File: src/hw/rtl/dtv_pkg.sv
`timescale 1ns / 1ps
`default_nettype none

package dtv_pkg;

  // Stream widths, padded to whole bytes.
  localparam int unsigned IN_TDATA_W  = 40;
  localparam int unsigned OUT_TDATA_W = 56;

  // Accepted ranges.
  localparam int unsigned YEAR_MIN   = 2009;
  localparam int unsigned YEAR_MAX   = 2099;
  localparam int unsigned YEAR_BASE  = 2000;
  localparam int unsigned HOUR_MAX   = 23;
  localparam int unsigned MINUTE_MAX = 59;
  localparam int unsigned SECOND_MAX = 59;
  localparam int unsigned MONTH_MAX  = 12;

  localparam logic [3:0] MONTH_FEB = 4'd2;

  // 1901-01-01 is weekday 2, which puts 2000-01-01 on weekday 6.
  localparam int unsigned JAN1_BASE_WEEKDAY = 6;

  typedef struct packed {
    logic [11:0] year;
    logic [3:0]  month;
    logic [5:0]  day;
    logic [4:0]  hour;
    logic [5:0]  minute;
    logic [5:0]  second;
  } dtv_item_t;

  typedef struct packed {
    logic       valid_res;
    logic [2:0] weekday;
    logic [7:0] second_bcd;
    logic [7:0] minute_bcd;
    logic [7:0] hour_bcd;
    logic [7:0] day_bcd;
    logic [7:0] month_bcd;
    logic [7:0] year_bcd;
  } dtv_res_t;

  function automatic logic [4:0] month_len(input logic [3:0] month, input logic leap);
    logic [4:0] len;
    begin
      case (month) inside
        4'd4, 4'd6, 4'd9, 4'd11: len = 5'd30;
        MONTH_FEB:               len = leap ? 5'd29 : 5'd28;
        default:                 len = 5'd31;
      endcase
      return len;
    end
  endfunction

  // Days before the first of the month, reduced modulo 7.
  function automatic logic [2:0] dbm_mod7(input logic [3:0] month);
    logic [2:0] r;
    begin
      case (month)
        4'd1:    r = 3'd0;
        4'd2:    r = 3'd3;
        4'd3:    r = 3'd3;
        4'd4:    r = 3'd6;
        4'd5:    r = 3'd1;
        4'd6:    r = 3'd4;
        4'd7:    r = 3'd6;
        4'd8:    r = 3'd2;
        4'd9:    r = 3'd5;
        4'd10:   r = 3'd0;
        4'd11:   r = 3'd3;
        4'd12:   r = 3'd5;
        default: r = 3'd0;
      endcase
      return r;
    end
  endfunction

  // Remainder by 7 of a byte: 64 and 8 are both 1 modulo 7, so the value is
  // folded twice and then corrected by at most two subtractions.
  function automatic logic [2:0] mod7(input logic [7:0] v);
    logic [6:0] f1;
    logic [3:0] f2;
    logic [3:0] f3;
    begin
      f1 = {5'd0, v[7:6]} + {1'b0, v[5:0]};
      f2 = f1[6:3] + {1'b0, f1[2:0]};
      f3 = (f2 >= 4'd7) ? f2 - 4'd7 : f2;
      f3 = (f3 >= 4'd7) ? f3 - 4'd7 : f3;
      return f3[2:0];
    end
  endfunction

  // Two-digit packed BCD; tens come from a multiply by 103/1024, which is
  // exact for every value up to 99.
  function automatic logic [7:0] to_bcd(input logic [6:0] v);
    logic [13:0] prod;
    logic [3:0]  tens;
    logic [6:0]  ones;
    begin
      prod = {7'd0, v} * 14'd103;
      tens = prod[13:10];
      ones = v - ({3'd0, tens} * 7'd10);
      return {tens, ones[3:0]};
    end
  endfunction

endpackage

`default_nettype wire

File: src/hw/rtl/datetime_validate_bcd_encode.sv
// Date and time checker and BCD encoder.
//
// Each word on the in_ stream carries one binary calendar date and time.
// The block checks it (years 2009 to 2099, real month lengths with leap
// years, hours to 23, minutes and seconds to 59), works out the day of week
// and returns one word on the out_ stream with the packed BCD bytes of every
// field. out_tuser is set for a date and time that passed; when it is clear
// the whole of out_tdata is zero.
//
// The word is captured in an input register, checked and encoded by short
// logic, and held in an output register; out_tvalid rises when the word
// reaches the output register. While out_tready is high a new word is
// taken in every cycle, one per cycle sustained by the two-register pipeline.
// When the receiver holds out_tready low the output word stays put, the
// input register still fills once, and in_tready falls only when both
// registers are full. A synchronous low on rst_n empties both registers;
// no word is lost or repeated across a stall.
`timescale 1ns / 1ps
`default_nettype none

module datetime_validate_bcd_encode import dtv_pkg::*; (
  input  logic                   clk,
  input  logic                   rst_n,
  input  logic                   in_tvalid,
  output logic                   in_tready,
  // year [11:0], month [15:12], day [21:16], hour [26:22], minute [32:27],
  // second [38:33], bit 39 unused
  input  logic [IN_TDATA_W-1:0]  in_tdata,
  output logic                   out_tvalid,
  input  logic                   out_tready,
  // weekday [2:0], second_bcd [10:3], minute_bcd [18:11], hour_bcd [26:19],
  // day_bcd [34:27], month_bcd [42:35], year_bcd [50:43], [55:51] zero
  output logic [OUT_TDATA_W-1:0] out_tdata,
  // valid_res [0]
  output logic                   out_tuser
);

  logic      in_valid_r;
  logic      in_valid_nxt;
  dtv_item_t item_r;
  dtv_item_t item_in;
  logic      out_valid_r;
  logic      out_valid_nxt;
  dtv_res_t  res_r;
  dtv_res_t  res_calc;
  logic      out_free;
  logic      in_take;
  logic      move;

  // Unpack the stream word, first field in the lowest bits.
  assign item_in.year   = in_tdata[11:0];
  assign item_in.month  = in_tdata[15:12];
  assign item_in.day    = in_tdata[21:16];
  assign item_in.hour   = in_tdata[26:22];
  assign item_in.minute = in_tdata[32:27];
  assign item_in.second = in_tdata[38:33];

  // The output register can take a word when it is empty or being drained.
  assign out_free  = !out_valid_r || out_tready;
  assign move      = in_valid_r && out_free;
  assign in_tready = !in_valid_r || out_free;
  assign in_take   = in_tvalid && in_tready;

  dtv_calc u_calc (
    .item (item_r),
    .res  (res_calc)
  );

  always_comb begin
    in_valid_nxt = in_valid_r;
    if (in_take) begin
      in_valid_nxt = 1'b1;
    end else if (move) begin
      in_valid_nxt = 1'b0;
    end
  end

  always_comb begin
    out_valid_nxt = out_valid_r;
    if (move) begin
      out_valid_nxt = 1'b1;
    end else if (out_tready) begin
      out_valid_nxt = 1'b0;
    end
  end

  always_ff @(posedge clk) begin
    if (!rst_n) begin
      in_valid_r  <= 1'b0;
      out_valid_r <= 1'b0;
    end else begin
      in_valid_r  <= in_valid_nxt;
      out_valid_r <= out_valid_nxt;
    end
  end

  // Payload registers load without reset.
  always_ff @(posedge clk) begin
    if (in_take) begin
      item_r <= item_in;
    end
    if (move) begin
      res_r <= res_calc;
    end
  end

  assign out_tvalid = out_valid_r;
  assign out_tuser  = res_r.valid_res;
  assign out_tdata  = {5'd0, res_r.year_bcd, res_r.month_bcd, res_r.day_bcd,
                       res_r.hour_bcd, res_r.minute_bcd, res_r.second_bcd,
                       res_r.weekday};

endmodule

`default_nettype wire

File: src/hw/rtl/dtv_calc.sv
`timescale 1ns / 1ps
`default_nettype none

// Range checks, day of week and BCD packing for one date and time.
module dtv_calc import dtv_pkg::*; (
  input  dtv_item_t item,
  output dtv_res_t  res
);

  logic [11:0] year_off;
  logic [6:0]  yy;
  logic        leap;
  logic        year_ok;
  logic        month_ok;
  logic        day_ok;
  logic        time_ok;
  logic        ok;
  logic [4:0]  mlen;
  logic [7:0]  yy_plus3;
  logic [5:0]  leap_cnt;
  logic        feb_passed;
  logic [7:0]  dow_sum;

  assign year_off = item.year - 12'(YEAR_BASE);
  assign yy       = year_off[6:0];

  // Inside the accepted years the century rule never applies.
  assign leap     = (item.year[1:0] == 2'b00);

  assign year_ok  = (item.year >= 12'(YEAR_MIN)) && (item.year <= 12'(YEAR_MAX));
  assign month_ok = (item.month != 4'd0) && (item.month <= 4'(MONTH_MAX));
  assign mlen     = month_len(item.month, leap);
  assign day_ok   = (item.day != 6'd0) && (item.day <= {1'b0, mlen});
  assign time_ok  = (item.hour <= 5'(HOUR_MAX)) && (item.minute <= 6'(MINUTE_MAX)) &&
                    (item.second <= 6'(SECOND_MAX));
  assign ok       = year_ok && month_ok && day_ok && time_ok;

  // Leap days from 2000-01-01 up to the first of January of this year.
  assign yy_plus3   = {1'b0, yy} + 8'd3;
  assign leap_cnt   = yy_plus3[7:2];
  assign feb_passed = (item.month > MONTH_FEB) && leap;

  // 365 is 1 modulo 7, so each year moves the weekday by one.
  assign dow_sum = 8'(JAN1_BASE_WEEKDAY - 1) + {1'b0, yy} + {2'b00, leap_cnt} +
                   {5'd0, dbm_mod7(item.month)} + {2'b00, item.day} +
                   {7'd0, feb_passed};

  always_comb begin
    res = '0;
    if (ok) begin
      res.valid_res  = 1'b1;
      res.weekday    = mod7(dow_sum);
      res.second_bcd = to_bcd({1'b0, item.second});
      res.minute_bcd = to_bcd({1'b0, item.minute});
      res.hour_bcd   = to_bcd({2'b00, item.hour});
      res.day_bcd    = to_bcd({1'b0, item.day});
      res.month_bcd  = to_bcd({3'd0, item.month});
      res.year_bcd   = to_bcd(yy);
    end
  end

endmodule

`default_nettype wire

File: config.mk
export PLATFORM = sky130hd
export DESIGN_NAME = datetime_validate_bcd_encode
export DESIGN_NICKNAME = d
export VERILOG_FILES = /design/src/hw/rtl/dtv_pkg.sv /design/src/hw/rtl/datetime_validate_bcd_encode.sv /design/src/hw/rtl/dtv_calc.sv
export SDC_FILE = /design/constraint.sdc
export NUM_CORES = 1
export LEC_CHECK = 0
export BUFFER_PORTS_ARGS = -buffer_cell sky130_fd_sc_hd__buf_2
export CORE_MARGIN = 10
export CORE_UTILIZATION = 45
export DETAILED_ROUTE_END_ITERATION = 7
export PLACE_DENSITY = 0.62
export SLEW_MARGIN = 10
export SYNTH_ARGS = -nofsm -noshare
export SYNTH_HDL_FRONTEND = slang
export SYNTH_HIERARCHICAL = 1
export SYNTH_SLANG_ARGS = --single-unit
export TNS_END_PERCENT = 1
File: constraint.sdc
create_clock -name clk -period 10.3 [get_ports clk]
set_clock_uncertainty 0.05 [all_clocks]
set_input_delay 3.09 -clock clk [delete_from_list [all_inputs] [get_ports clk]]
set_output_delay 3.09 -clock clk [all_outputs]
set_load 0.01 [all_outputs]
==> flow_summary.ini, run 1 <==
[drt]
drtPass1Iterations = 5
route.antenna.remaining_nets = 0
routed-via-count = 5393
routed_via_density = 4.76
wirelength_um = 16300
first_iter_violations = 174
drcViolationCount = 0
wire_per_inst_um = 14.4

[floorplan]
die_w_um = 159
dieArea_mm2 = 0.0254
coreArea_mm2 = 0.0189
start_util = 0.462
io_pins = 103
num_rows = 50
die_y_um = 159

[clock_network]
tritoncts = done
clockRootBuffer = clkbuf_16
post_cts_buffers = 0
cts_htree_levels = 3
clock_sinks = 93
clkSlewWorstSetupHoldPaths_ns = 0.07
clk-insertion-delay-late_ns = 0.35
cts_resized = 0
clock_path_buffers = 2
postCtsHoldBufs = 0
cts_buffers = 9

[timing]
period_needed_ns = 8.14
timing.fmax_mhz = 123
setup_viol = 0
post-route-period-util = 0.790
final_max_slew_viol_count = 0
slew_headroom = 0.255
tightest_slew_ns = 1.10
finalHoldViolations = 0
setup_tns_ns = 0
setup_ws_ns = 2.16
rsz0062_at_grt = no

[placed_design]
preCtsSetupSlack_ns = 2.20
hpwlAfterDp_um = 13600
placed_area_mm2 = 0.00951
gp_congestion = 0.839
port_buffers = 96

[worst_setup_path]
ff2ff_setup_slack_ns = 2.16
r2r_end = out_tdata[1]
crit_slowest_cell = edfxtp_1
crit_path_start = item_r[31]
startpoint_type = flop
cp_max_fo = 9
critPathMaxStageDelay_ns = 0.57
rr_worst_depth = 31
crit_top_cell = ha_1
critical_path_class = flop to flop
endpoint_kind = flop
r2r-start = item_r[31]
crit_path_end = out_tdata[1]
crit_required_ns = 10.36
crit_arrival_ns = 8.19

[finish]
antenna-diode-count = 0
regArea_mm2 = 0.00277
syn2layout_area_growth_pct = 12.1
layout-drive-gt1-share = 0.157
nFillCells = 1743
final_nets = 1160
post-route-util = 0.518
design_area_mm2 = 0.00978
multiInputGateArea_mm2 = 0.00546

[yosys]
ys_types = 61
synth_area_leaders = edfxtp_1, ha_1, fa_1
ys.warnings.count = 6
synthesis.area_mm2 = 0.00873
yosysTopAreaCell = edfxtp_1
synth_top_area_frac = 0.313
synthFlopType = edfxtp_1
synth-seq-cells = 93
syn_avg_cell_area_um2 = 11.4
synth_edf_count = 91
syn-instance-count = 765
ys_seq_area_frac = 0.318
async_flop_share = 0

[power_and_ir_drop]
seq_power_share = 0.183
finalPower_mw = 2.54
power.switching_mw = 1.15
switching_share = 0.452
pwr-share-comb = 0.697
clockPowerShare = 0.120
p_per_area_mw_per_mm2 = 260
p_int_mw = 1.39
vdd_drop_max_uv = 266
p_leak_nw = 4.70

[outcome]
outcome = finished clean

[global_routing]
grt_use_total = 0.133
grt_pass1_vias = 5625
grt-ovfl-total = 0
antenna_found_initial = 0
grt_max_degree = 53
grt_pass1_wl_um = 28000

[job]
maxCapViolations = 0

[hold_path]
hold_class = flop to flop
==> metrics by stage <==
| step | std cells | hold WS (ns) |
|---|---|---|
| 2_1_floorplan | 776 | 0.479 |
| 3_3_place_gp | 1117 | 0.476 |
| 3_5_place_dp | 1117 | 0.476 |
| 4_1_cts | 1133 | 0.485 |
| 5_1_grt | 1133 | 0.510 |
| 6_report | 1133 | 0.481 |
==> kinds of logic after synthesis <==
group / share of synthesized area
multiplexers: 0.00502
AO/OA/AOI/OAI: 0.0740
other: 0.000861
AND/OR/NAND/NOR: 0.0789
buffers and inverters: 0.0654
adder cells (fa/ha/maj): 0.400
XOR/XNOR: 0.0578
flip-flops: 0.318
==> power groups by stage <==
stage	Sequential [mW]	Combinational, mW	Clock, mW
global placement	0.475	1.73	0
CTS	0.467	1.79	0.318
finish	0.466	1.77	0.304
floorplan	0.479	1.42	0
detailed placement	0.475	1.77	0
global route	0.470	2.05	0.331
==> layer usage <==
layer	track usage	wire length (um)
met3	0.0279	603
met5	0	0
met2	0.210	7260
met1	0.181	8270
met4	0.0354	159
==> placed cells by master (no fill, tap or decap), types with 3 or more instances in the layout <==
master	instances
xnor3_1	3
ha_1	196
nand3_1	15
a21o_1	9
buf_4	3
inv_1	120
o211ai_1	6
nand4_1	5
nand2b_1	3
o21a_1	5
xnor2_1	34
conb_1	13
buf_2	96
nor2_1	50
xor2_1	14
edfxtp_1	91
or2_2	8
a2111oi_0	3
fa_1	52
a211oi_1	8
o2111ai_1	3
o21ai_0	10
clkbuf_16	9
nor3_1	6
a21oi_1	26
and2_1	3
nand2_1	22
nor2b_1	9
==> how the worst min path moves through the flow <==
stage / from / endpoint / slack, ns / depth (start not counted)
final: out_tvalid / in_valid_r / 0.48 / 2
after global routing: out_tvalid / in_valid_r / 0.51 / 2
after CTS: out_tvalid / in_valid_r / 0.48 / 2
after global placement: out_tvalid / in_valid_r / 0.48 / 2
after floorplan: in_valid_r / in_valid_r / 0.48 / 2
after detailed placement: out_tvalid / in_valid_r / 0.48 / 2
==> state kept, by name, summed over array words and instances (netlist names) <==
name,cells
in_valid_r,1
item_r,39
out_tuser,1
out_tvalid,1
out_tdata,51
==> layout make-up <==
cell class,count,share of cell area
inverters,120,0.0461
well taps,260,0.0333
multi-input cells,545,0.558
clock buffers,10,0.0234
clock inverters,6,0.00409
repair buffers,99,0.0514
flip-flops and latches,93,0.283
==> cells in the mapped netlist, types with 9 or more instances <==
cell type / instances
ha_1: 196
inv_1: 120
edfxtp_1: 91
fa_1: 52
nor2_1: 50
xnor2_1: 34
a21oi_1: 27
nand2_1: 22
nand3_1: 15
buf_4: 14
xor2_1: 14
nor2b_1: 10
o21ai_0: 10
a21o_1: 9
==> critical path: cells and delay by family, from the launching register on <==
kind,cells,cell delay [ns]
compound gates,8,1.34
xor+xnor,4,1.39
fa+ha+maj,10,3.04
buf+inv,2,0.38
flops,1,0.57
mux,1,0.25
simple gates,6,0.85
No activity file was read; power rests on OpenSTA's default activity.
==> run 2, diff against run 1 <==
==> constraint.sdc (replaced) <==
create_clock -name clk -period 7.65 [get_ports clk]
set_clock_uncertainty 0.05 [all_clocks]
set_input_delay 2.295 -clock clk [delete_from_list [all_inputs] [get_ports clk]]
set_output_delay 2.295 -clock clk [all_outputs]
set_load 0.01 [all_outputs]
==> flow_summary.ini, run 2 (synthesis gave the netlist of run 1 again) <==
[timing]
timing.fmax_mhz = 136
setup_ws_ns = 0.310
tightest_slew_ns = 1.10
period_needed_ns = 7.34
setup_tns_ns = 0
setup_viol = 0
finalHoldViolations = 0
slew_headroom = 0.254
final_max_slew_viol_count = 0
post-route-period-util = 0.959

[clock_network]
clock_sinks = 93
cts_htree_levels = 3
cts_buffers = 9
clockRootBuffer = clkbuf_16
tritoncts = done
clock_path_buffers = 2
clkSlewWorstSetupHoldPaths_ns = 0.07
clk-insertion-delay-late_ns = 0.35
postCtsHoldBufs = 0

[finish]
nFillCells = 1725
design_area_mm2 = 0.0101
final-instance-count-excl-fill = 1156
layout.cells.most_common = ha_1
antenna-diode-count = 0
layout-drive-gt1-share = 0.203
final_nets = 1183
syn2layout_area_growth_pct = 15.5
largest_register_ffs = 51
final_cell_mix = ha_1, inv_1, buf_2, edfxtp_1

[worst_setup_path]
cp_max_fo = 4
critPathBufInv = 3
startpoint_type = flop
endpoint_kind = flop
crit_slowest_cell = fa_2
crit_required_ns = 7.68
crit_arrival_ns = 7.37
critical_path_class = flop to flop
critPathMaxStageDelay_ns = 0.57
crit_top_cell = ha_2
critical_path.top_delay_family = adder cells

[floorplan]
dieArea_mm2 = 0.0254
die_w_um = 159
num_rows = 50
start_util = 0.462
coreArea_mm2 = 0.0189
io_pins = 103
die_y_um = 159

[placed_design]
dpl.cell_count = 1133
gp_congestion = 0.816
placed_area_mm2 = 0.00963
preCtsSetupSlack_ns = 0.0410
hpwlAfterDp_um = 13800
port_buffers = 96

[outcome]
outcome = finished clean

[global_routing]
grt-ovfl-total = 0
grt_pass1_wl_um = 28600
grt_use_total = 0.137
grt_max_degree = 53
grt_pass1_vias = 5689
antenna_found_initial = 0

[drt]
wirelength_um = 17000
routed-via-count = 5534
drtPass1Iterations = 4
route.antenna.remaining_nets = 0
drcViolationCount = 0
routed_via_density = 4.79
wire_per_inst_um = 14.7
first_iter_violations = 180

[hold_path]
hold_class = flop to flop

[power_and_ir_drop]
p_leak_nw = 4.85
vdd_drop_max_uv = 590
p_per_area_mw_per_mm2 = 402

[job]
maxCapViolations = 0
run 2: changes by cell type in the layout (fill, tap and decap cells not counted), sizes merged:
cell | previous run | this run
buf | 99 | 122
bufinv | 0 | 1
clkinvlp | 2 | 1
run 2: per-stage QoR:
step                      total power [mW]  hold slack [ns]   util
final                                 4.05            0.483  0.533
after global routing                  4.48            0.511  0.533
after CTS                             3.62            0.489  0.525
after detailed placement              3.14            0.478  0.510
after global placement                3.09            0.474  0.510
after floorplan                       2.56            0.479      -
run 2: final timing paths:
check / startpoint / to / slack (ns) / depth (start not counted)
hold / removal: out_tvalid / in_valid_r / 0.48 / 2
setup / recovery: item_r[29] / out_tdata[0] / 0.31 / 34
setup reg to reg: item_r[29] / out_tdata[0] / 0.31 / 34
hold reg to reg: out_tvalid / in_valid_r / 0.48 / 2
run 2: layer usage:
metal / up-vias / wire [um] / GRT usage
met5: - / 0 / 0
met4: 0 / 213 / 0.0366
met3: 15 / 552 / 0.0312
met2: 84 / 7710 / 0.216
met1: 2564 / 8510 / 0.185
li1: 2871 / - / -
run 2: power by group:
part	internal (mW)	total, mW	switching, mW
clock	0.253	0.444	0.191
sequential	0.602	0.624	0.0226
combinational	1.43	2.98	1.55
run 2: worst min-delay path, delay by kind of cell (launching register included):
kind | cells | cell delay [ns]
flops | 1 | 0.35
simple gates | 1 | 0.09
compound gates | 1 | 0.05
run 2: final cells by class:
type                    count  area, um^2  share of cell area
clock buffers              10         229              0.0227
multi-input cells         545        5560               0.552
repair buffers            122         676              0.0671
flip-flops and latches     93        2770               0.275
well taps                 260         325              0.0323
clock inverters             6        63.8             0.00633
inverters                 120         450              0.0447
run 2: timing repair:
| item | CTS | global route |
|---|---|---|
| setup endpoints to repair | 0 | 3 |
| resized for setup | 0 | 25 |
| buffers inserted | 0 | 7 |
